[src/rtl/core/pfgp_pkg.sv]
// ----------------------------------------------------------------------------
// pfgp_pkg: shared types and constants of the page framebuffer glyph plotter
// Command and response items, op codes, status codes, register indexes.
// ----------------------------------------------------------------------------
package pfgp_pkg;

	localparam int FW_W       = 5;
	localparam int FH_W       = 6;
	localparam int CFG_IDX_W  = 2;
	localparam int CFG_DATA_W = 6;
	localparam int LANES      = 2 ** FW_W;
	localparam int LANE_IDX_W = FW_W;

	localparam logic [CFG_IDX_W-1:0] CFG_FONT_WIDTH  = 2'd0;
	localparam logic [CFG_IDX_W-1:0] CFG_FONT_HEIGHT = 2'd1;
	localparam logic [CFG_IDX_W-1:0] CFG_INVERT      = 2'd2;

	localparam logic [FW_W-1:0] FONT_WIDTH_RST  = 5'd7;
	localparam logic [FH_W-1:0] FONT_HEIGHT_RST = 6'd10;

	localparam logic [1:0] STAT_DONE    = 2'd0;
	localparam logic [1:0] STAT_CTRL    = 2'd1;
	localparam logic [1:0] STAT_NO_ROOM = 2'd2;
	localparam logic [1:0] STAT_OUTSIDE = 2'd3;

	localparam logic [15:0] PIXEL_BITS      = 16'h8000;
	localparam logic [6:0]  FIRST_PRINTABLE = 7'd32;

	typedef enum logic [2:0] {
		OP_PIXEL  = 3'd0,
		OP_FILL   = 3'd1,
		OP_CURSOR = 3'd2,
		OP_CHAR   = 3'd3,
		OP_ROW    = 3'd4,
		OP_READ   = 3'd5
	} op_t;

	typedef struct packed {
		logic [2:0]  op;
		logic [7:0]  x_pos;
		logic [7:0]  y_pos;
		logic        color;
		logic [6:0]  char_code;
		logic [5:0]  row_index;
		logic [15:0] row_bits;
		logic        last_row;
		logic [9:0]  byte_address;
	} cmd_t;

	typedef struct packed {
		logic [1:0] status;
		logic [7:0] read_byte;
	} rsp_t;

endpackage

[src/rtl/core/pfgp_lane.sv]
// ----------------------------------------------------------------------------
// pfgp_lane: one glyph column lane
// Works out whether its column is drawn, its byte address and its pixel value.
// ----------------------------------------------------------------------------
module pfgp_lane #(
	parameter int SCREEN_WIDTH  = 128,
	parameter int SCREEN_HEIGHT = 40,
	parameter int LANE          = 0,
	parameter int ADDR_W        = 10
) (
	input  logic [7:0]                      base_x,
	input  logic [8:0]                      base_y,
	input  logic [ADDR_W-1:0]               page_base,
	input  logic [pfgp_pkg::LANE_IDX_W-1:0] cnt,
	input  logic [15:0]                     bits,
	input  logic                            color,
	input  logic                            invert,
	output logic                            wr,
	output logic [ADDR_W-1:0]               addr,
	output logic                            val
);
	import pfgp_pkg::*;

	logic [8:0] x;
	logic       fg;

	assign x = 9'(base_x) + 9'(LANE);

	// columns past the glyph word are background
	generate
		if (LANE < 16) begin : g_bit
			assign fg = bits[15-LANE];
		end else begin : g_bg
			assign fg = 1'b0;
		end
	endgenerate

	assign wr   = (LANE_IDX_W'(LANE) < cnt) && (x < 9'(SCREEN_WIDTH))
		&& (base_y < 9'(SCREEN_HEIGHT));
	assign addr = page_base + ADDR_W'(x);
	assign val  = (fg ? color : ~color) ^ invert;

endmodule

[config.mk]
export PLATFORM = sky130hd
export DESIGN_NAME = pfgp_lane
export DESIGN_NICKNAME = d
export VERILOG_FILES = /design/src/rtl/core/pfgp_pkg.sv /design/src/rtl/core/pfgp_lane.sv
export SDC_FILE = /design/constraint.sdc
export NUM_CORES = 1
export LEC_CHECK = 0
export ABC_AREA = 0
export BUFFER_PORTS_ARGS = -buffer_cell sky130_fd_sc_hd__buf_4
export CORE_MARGIN = 2
export CORE_UTILIZATION = 32
export DETAILED_ROUTE_END_ITERATION = 10
export PLACE_DENSITY = 0.91
export SKIP_LAST_GASP = 1
export SLEW_MARGIN = 25
export SYNTH_ARGS = -nofsm -noshare
export SYNTH_HDL_FRONTEND = slang
export SYNTH_SLANG_ARGS = --single-unit
[constraint.sdc]
create_clock -name vclk -period 1.9
set_clock_uncertainty 0.1 [all_clocks]
set_input_delay 0.285 -clock vclk [all_inputs]
set_output_delay 0.285 -clock vclk [all_outputs]
set_load 0.05 [all_outputs]
---- Word level (Yosys, flattened, before mapping) ----
Index checks and enable logic that the tools add are counted.
storage, ports and cells
  bits in registers ....................... 0
  bits of input ports ..................... 50
  logic and storage cells ................. 9
operators by class
  add/subtract/negate cells ............... 1
  order comparisons ....................... 3
  muxes and demuxes ....................... 1
  bitwise logic cells ..................... 2
  reduce and logical (&&, ||, !) cells .... 2
operators with widths
  kind                count
  $add 10x8->10       1
  $lt 9x6->1 const B  1
  $lt 8x8->1 const B  1
  $lt 1x5->1 const A  1
  $logic_and 1x1->1   2
  $mux 1              1
  $not 1->1           1
  $xor 1x1->1         1

---- Longest topological paths before layout ----
Gate-level depths: netlist of the first run.
  depth in word-level cells ............... 3
  mapped depth ............................ 8
  mapped depth without buffers ............ 8

---- Worst setup path after synthesis of the first run ----
OpenSTA, ideal clock, no wires.
  path type ............................... in2out
  start point ............................. input base_x[0]
  end point ............................... output addr[8]
  data arrival time ....................... 2.168 ns
  setup slack ............................. -0.653 ns
  stages .................................. 8
  path through ............................ ha_1 -> inv_1 -> fa_1 -> nor2b_4 -> o2111ai_2 -> nand3_2 -> o41ai_2 -> xnor2_1
between the ends
  word-level cells in the longest chain between the ends .. 1
ends and longest elaborated chain
  item             RTL line         text
  start, declared  pfgp_lane.sv:11  input logic [7:0] base_x,
  $add 10x8->10    pfgp_lane.sv:40  assign addr = page_base + ADDR_W'(x);
  end, declared    pfgp_lane.sv:19  output logic [ADDR_W-1:0] addr,
Every way passes these cells.

---- Final worst setup path of the first run ----
  start point ............................. input page_base[0]
  end point ............................... output addr[9]
between the ends
  word-level cells in the longest chain between the ends .. 1
ends and longest elaborated chain
  item             RTL line         text
  start, declared  pfgp_lane.sv:13  input logic [ADDR_W-1:0] page_base,
  $add 10x8->10    pfgp_lane.sv:40
Every way passes these cells.

==> results of run 1 <==
[what timing repair did]
| action | in CTS | in global routing |
|---|---|---|
| hold buffers | 0 | 0 |
| setup endpoints to repair | 7 | 6 |
| gates resized for setup | 14 | 6 |
| buffers inserted | 2 | 2 |
| endpoints found under the hold margin | 0 | 0 |
| pin swaps | 10 | 6 |
[logic make-up (layout without fill, tap and decap cells)]
| family | after synthesis | after routing |
|---|---|---|
| compound gates | 16 | 16 |
| xor+xnor | 9 | 9 |
| fa+ha+maj | 9 | 9 |
| buf+inv | 4 | 62 |
| simple gates | 18 | 18 |
[per-stage QoR]
stage	power [W]	cell area, um^2	hold WS [ns]	setup slack (ns)
finish	0.000580	1100	0.791	-0.348
floorplan	0.000337	552	0.587	-0.175
global route	0.000605	1100	0.801	-0.417
global placement	0.000493	983	0.790	-0.425
CTS	0.000546	1070	0.794	-0.390
detailed placement	0.000504	983	0.794	-0.454
[layer usage]
metal  vias up  share of wire (%)  global-route usage, %
met1       315                 36                   30.2
met2        33                 54                   49.6
met3        10                5.2                   1.63
met4         0                4.8                   4.17
li1        317                  -                      -
met5         -                  0                      0
[critical path: stages]
cell	delay, ns
sky130_fd_sc_hd__buf_6	0.10
sky130_fd_sc_hd__ha_4	0.16
sky130_fd_sc_hd__buf_4	0.15
sky130_fd_sc_hd__a211oi_4	0.27
sky130_fd_sc_hd__o211ai_1	0.15
sky130_fd_sc_hd__and3_1	0.20
sky130_fd_sc_hd__o21ai_2	0.22
sky130_fd_sc_hd__xnor2_4	0.15
sky130_fd_sc_hd__buf_6	0.18
[worst min-delay path by stage]
stage                 start       to  depth (start not counted)
2_1_floorplan  page_base[8]  addr[8]                          1
3_3_place_gp       bits[15]      val                          3
3_5_place_dp       bits[15]      val                          3
4_1_cts            bits[15]      val                          3
5_1_grt            bits[15]      val                          3
6_report           bits[15]      val                          3
[cell type report]
| type | instances | share of cell area [%] |
|---|---|---|
| Inverter | 4 | 1.37 |
| Multi-Input combinational cell | 52 | 53.8 |
| Tap cell | 15 | 1.71 |
| Timing Repair Buffer | 58 | 43.2 |
[Yosys cell counts, types with 2 or more instances]
master	instances
sky130_fd_sc_hd__nor2_1	8
sky130_fd_sc_hd__a21oi_1	5
sky130_fd_sc_hd__o21ai_0	2
sky130_fd_sc_hd__nand2_1	3
sky130_fd_sc_hd__xnor2_1	8
sky130_fd_sc_hd__ha_1	8
sky130_fd_sc_hd__nor3_1	2
sky130_fd_sc_hd__inv_1	4
[power groups by stage]
stage / Sequential (W) / Clock, W / Combinational, W
global route: 0 / 0 / 0.000605
global placement: 0 / 0 / 0.000493
detailed placement: 0 / 0 / 0.000504
CTS: 0 / 0 / 0.000546
floorplan: 0 / 0 / 0.000337
finish: 0 / 0 / 0.000580
[placed cells by master (no fill, tap or decap), drive strengths merged]
cell     count
a211oi       1
a21o         1
a21oi        5
and3         1
buf         58
fa           1
ha           8
inv          4
nand2        3
nand3        2
nor2         8
nor2b        1
nor3         2
nor4         1
o2111ai      1
o211ai       1
o21a         1
o21ai        4
o21bai       1
o41ai        1
xnor2        8
xor2         1
==> results summary, run 1 <==
The flow ran to the end, but the final reports show violations. The checks that failed: negative setup slack. The via count of the first global-routing pass came out at approximately 630. The cell count after placement came out at 126.

The post-synthesis average cell area came out at between 7 and 8 um^2. The net count after synthesis is around 120. The global-route wire length before repair is 2.77 mm. The number of fillers in the final layout is 67. The synthesized-area fraction occupied by xor and xnor cells is approximately 18%. The sequential share of power came out at 0%. The worst slew slack as a fraction of its limit came out at between 70% and 80%. Summed over all layers, the global routing overflow is 0. The endpoint arrival time on the critical path came out at 1.86 ns. The number of flip-flops and latches is 0. The mean routed wirelength per cell came out at 16.9 um. The final-report max-slew violation count came out at 0.

The number of primary I/O pins came out at 62. After synthesis, the cell types taking the most area are sky130_fd_sc_hd__ha_1 (23%), sky130_fd_sc_hd__xnor2_1 (16%), sky130_fd_sc_hd__nor2_1 (7.0%), sky130_fd_sc_hd__a21oi_1 (5.8%), sky130_fd_sc_hd__fa_1 (4.7%). The antenna diode count came out at 0. The final core utilization came out at a little under nine tenths. The number of antenna violations at the first check in global routing is 0. The total of max-cap violations is 0.

The fraction of synthesized area in multiplexers is 0%. The final-report setup violation count is 6. In the routed design, unresolved DRC markers number 0. Tracing the worst setup path back leads to its startpoint at page_base[0]. The layout clock buffer count came out at 0. The via count came out at ~680. Setup repair after global routing could not meet its margin everywhere. The static leakage power came out at approximately 0.54 nW. The critical path is of the in -> out type.

After synthesis, the largest family of logic cells by area is compound AO/OA/AOI/OAI gates. The count of TritonRoute iterations in the first routing pass came out at 4. The layout net count came out at around 180. The synthesized netlist devotes between 20% and 30% of its cell area to adder and majority cells. The distinct cell type count after synthesis is 24. Once detail routing completed, the nets flagged for antenna violations numbered 0.

The final layout contains routed wiring with a total length of between 2 and 2.5 mm. The core box area came out at roughly 1300 um^2. The synthesized netlist occupies a cell area of around 430 um^2. The die outline width came out at 40.6 um. The sequential area share after synthesis came out at 0%. The number of vias per cell is between 5 and 6. Summed over all nets, the switching power comes to approximately 0.00032 W.

Across all setup checks in the final design, the least slack found is -0.348 ns. The kind of start point of the critical path is an input pin. In this run the worst path has a maximum fanout of 2. The area of the die is approximately 1600 um^2. The largest voltage drop on the vdd net came out at between 0.3 and 0.4 mV. The chip height is just over 40 um. In this run the worst setup path terminates at addr[9]. Counting every instance in the synthesized netlist gives 56. The simple-gate share of the synthesized area is 21.6%. The tightest min-delay check is of the in -> out type. The area taken by flip-flops and latches came out at 0 um^2. Relative to the synthesized area, the layout overhead comes to 155%.

Buffers placed on the I/O ports in this run total 44. The final non-filler cell total is 129. Global routing consumed, over all layers together, 25.5% of the routing resources. The worst setup path is captured at a primary output. The shortest clock period the worst path allows after layout is ~2.2 ns. The total number of yosys warnings is 0. The HPWL after detailed placement is 1.45 mm.

For the pin with the worst max-slew slack, the measured transition is 0.376 ns. The synthesized netlist devotes 28.6% of its cell area to compound gates. The internal portion of the total power is between 0.0002 and 0.0003 W.

The multi-input combinational cells in the finished layout cover a total of 589 um^2. The portion of total power attributed to the clock network came out at 0%. The share of the synthesized area in the top cell type came out at a little under a quarter. The maximum operating frequency came out at 445 MHz. Data on the critical path is required at its endpoint by 1.51 ns. Routability-driven placement finished with a final weighted congestion of just under 0.8. Of the total power, combinational logic draws between 90% and 100%.

The share of the cycle needed by the critical path after routing came out at 118%. In this run, the number of DRC markers left after iteration 0 of detailed routing was 9. The power density relative to cell area came out at around 530 nW/um^2. The number of hold violations in the final report came out at 0. The final sum of negative setup slack came out at -1.29 ns.

The largest area contributor in the netlist is sky130_fd_sc_hd__ha_1. Of the cells placed in the final design, the portion with a size suffix greater than 1 is between 70% and 80%. For this configuration, the core starts out at a cell density of 33.8%. The switching share of power came out at 54.5%. The largest net degree at the start of global routing came out at 6. Row generation in the floorplan step produced 13 rows.
Power figures use the tool's default switching activity.
==> run 2, diff against run 1 <==
Settings changed: ABC_AREA 0 to 1, CORE_UTILIZATION 32 to 34.
==> run 2 against run 1 <==
Effect of this change:
- the run still ends with negative setup slack left
- core utilization shrank 4.4 points
- final area shrank 1.5%
- final cell count grew 21%
- fmax grew 17%
- first-iteration DRC count grew 11%
- highest routed layer unchanged
- via count grew 21%
- non-clock buffer count shrank 5
- combinational power shrank 13%
- wire length grew 3.3%
- hold slack gained 0.0039 ns
- global-route usage shrank 5.9 points
- sequential cell count is the same
==> results summary, run 2 <==
The final-report max-slew violation count was 0. In the finished design, the share of the clock period the worst path needs comes to 101%. The power density relative to cell area came out at around 470 nW/um^2. The combinational power share is 100.0%.

The cell area after technology mapping came out at 490 um^2. Summed over all failing endpoints, the final setup total negative slack is -0.0158 ns. The shortest clock period the worst path allows after layout came out at 1.92 ns.

The via count is about 800. The reported net switching power came out at 0.000293 W. The layout net count is just over 200. The total of max-cap violations came out at 0.

Yosys mapped the design onto 17 distinct sky130hd cell types. The area taken by flip-flops and latches is 0 um^2. The number of flip-flops and latches came out at 0. The layout clock buffer count is 0.

For the pin with the worst max-slew slack, the measured transition is approximately 0.22 ns. The sequential share of power came out at 0%. The sequential area share after synthesis came out at 0%. The final weighted congestion in routability-driven placement came out at 0.805. The flow ran to the end, but the final reports show violations. The post-route worst hold slack came out at 0.795 ns. After global routing the overflow that remains totals 0. After detailed routing, the number of remaining DRC violations is 0.

The static leakage power came out at just under 0.6 nW. The net count after synthesis came out at approximately 150. The initial utilization of the core area, before any placement, comes to between 30% and 40%. The post-route netlist has a little under three fifths of its cells at a drive strength greater than 1. The number of antenna violations at the first check in global routing is 0. The final layout contains routed wiring with a total length of 2.26 mm. In this run the tool buffered the top-level ports with 44 buffer cells. The worst setup path is captured at a primary output. In this run the worst setup path terminates at addr[4]. sky130_fd_sc_hd__nand2_1 takes more of the synthesized area than any other cell.

The multi-input combinational cells in the finished layout cover a total of just under 600 um^2. The peak fanout along the critical path is 2. The via count of the first global-routing pass is around 770. After detailed routing, the average wire length per cell comes to 14.5 um. The number of primary I/O pins is 62.

The largest net degree at the start of global routing is 7. The antenna diode count is 0. The number of hold violations in the final report came out at 0. Using the TritonRoute via totals, the vias-per-cell ratio works out to around 5.2. The critical path is of the in -> out type. In this run, the number of DRC markers left after iteration 0 of detailed routing was 10. The total routing usage reported by global routing came out at roughly a fifth. The worst pin sits at a relative slew slack of between 80% and 90%. The post-synthesis average cell area came out at ~5.6 um^2. The portion of total power attributed to the clock network is 0%. The endpoint arrival time on the critical path came out at between 1.5 and 2 ns. Setup repair after global routing could not meet its margin everywhere. The min-delay analysis places its worst path in the category in -> out. The share of the synthesized area in the top cell type is approximately 23%.

The library cell used most frequently in the layout, excluding fill and tap cells, is sky130_fd_sc_hd__buf_4. The die outline width is 42.0 um. The count of TritonRoute iterations in the first routing pass came out at 4. The internal power of the cells is between 0.0002 and 0.00025 W. The worst setup path is launched from an input pin. The post-CTS setup repair buffer count came out at 0. The area growth from synthesis to layout is 120%. The data required time at the worst endpoint came out at approximately 1.5 ns. The chip height came out at roughly 42 um.

The remaining antenna violation count after routing is 0. The number of fillers in the final layout is 77. The most common cell in the synthesized netlist is sky130_fd_sc_hd__nand2_1. The start point of the critical path is base_x[0]. The final core utilization is 82.0%. The library cells used most frequently in the layout, excluding fill and tap cells, are sky130_fd_sc_hd__buf_4 (46), sky130_fd_sc_hd__nand2_1 (23), sky130_fd_sc_hd__inv_1 (12). The global-route wire length before repair is 2.88 mm. The die covers between 1500 and 2000 um^2.

IR analysis of the VDD net gives a maximum drop of between 0.2 and 0.3 mV. The switching share of power is between 50% and 60%. After synthesis, the most frequently instantiated cells are sky130_fd_sc_hd__nand2_1 (30), sky130_fd_sc_hd__inv_1 (14), sky130_fd_sc_hd__ha_1 (8). The maximum operating frequency is 522 MHz. The final-report setup violation count came out at 1. The core box area is ~1300 um^2. The final worst setup slack is -0.0158 ns. The final reports fail on negative setup slack. In the post-synthesis netlist, the biggest area contributors are sky130_fd_sc_hd__nand2_1 (23%), sky130_fd_sc_hd__ha_1 (20%), sky130_fd_sc_hd__inv_1 (11%), sky130_fd_sc_hd__nand3_1 (7.1%), sky130_fd_sc_hd__xor2_1 (7.1%). The half-perimeter wire length after placement came out at between 1 and 1.5 mm. The Yosys step of the flow raised 0 warnings. The total number of placement rows came out at 13.

The post-synthesis cell count is 88.
[run 2: layout make-up]
cell class | instances | share of cell area, %
multi-input cells | 74 | 53.8
inverters | 14 | 4.87
repair buffers | 53 | 39.6
well taps | 15 | 1.74
[run 2: cell families (layout without fill, tap and decap cells)]
kind of cell / Yosys count / after routing / synth area share [%]
AO/OA/AOI/OAI: 8 / 8 / 9.18
adder cells (fa/ha/maj): 9 / 9 / 24.5
buffers and inverters: 14 / 67 / 10.7
AND/OR/NAND/NOR: 51 / 51 / 44.9
XOR/XNOR: 6 / 6 / 10.7
[run 2: repair_timing]
item                                    in CTS  in global routing
endpoints found under the setup margin       5                  6
hold buffers                                 0                  0
gates resized for setup                     16                 16
pin swaps                                    5                  6
gates cloned                                 0                  0
[run 2: worst min-delay path by stage]
stage,startpoint,endpoint,cells after the start
after floorplan,page_base[8],addr[8],2
after CTS,bits[15],val,3
after global routing,bits[15],val,3
final,bits[15],val,3
after global placement,bits[15],val,3
after detailed placement,bits[15],val,3
[run 2: power groups by stage]
| stage | combinational, W | sequential (W) | clock, W |
|---|---|---|---|
| CTS | 0.000456 | 0 | 0 |
| detailed placement | 0.000432 | 0 | 0 |
| finish | 0.000505 | 0 | 0 |
| floorplan | 0.000273 | 0 | 0 |
| global placement | 0.000422 | 0 | 0 |
| global route | 0.000530 | 0 | 0 |
[run 2: metrics by stage]
step	instances	power (W)	worst slack [ns]	area (um^2)
floorplan	88	0.000273	-0.116	523
global placement	156	0.000422	-0.0824	940
detailed placement	156	0.000432	-0.125	940
CTS	156	0.000456	-0.0173	993
global route	156	0.000530	-0.0712	1080
finish	156	0.000505	-0.0158	1080
[run 2: per-layer routing]
metal | track usage, % | share of wire [%] | wire [um] | vias to the layer above
met3 | 0.862 | 3.4 | 77 | 4
met5 | 0 | 0 | 0 | -
met2 | 42.8 | 59 | 1320 | 36
met4 | 3.23 | 1.8 | 40 | 0
met1 | 19.7 | 36 | 816 | 389
li1 | - | - | - | 389
[run 2: worst max-delay path, stage by stage]
cell and delay, ns:
sky130_fd_sc_hd__buf_6 0.07, sky130_fd_sc_hd__ha_4 0.13, sky130_fd_sc_hd__inv_2 0.03, sky130_fd_sc_hd__fa_2 0.36, sky130_fd_sc_hd__inv_2 0.08, sky130_fd_sc_hd__nand3_2 0.07
sky130_fd_sc_hd__nand2_2 0.09, sky130_fd_sc_hd__buf_6 0.10, sky130_fd_sc_hd__xor2_2 0.14, sky130_fd_sc_hd__buf_6 0.17
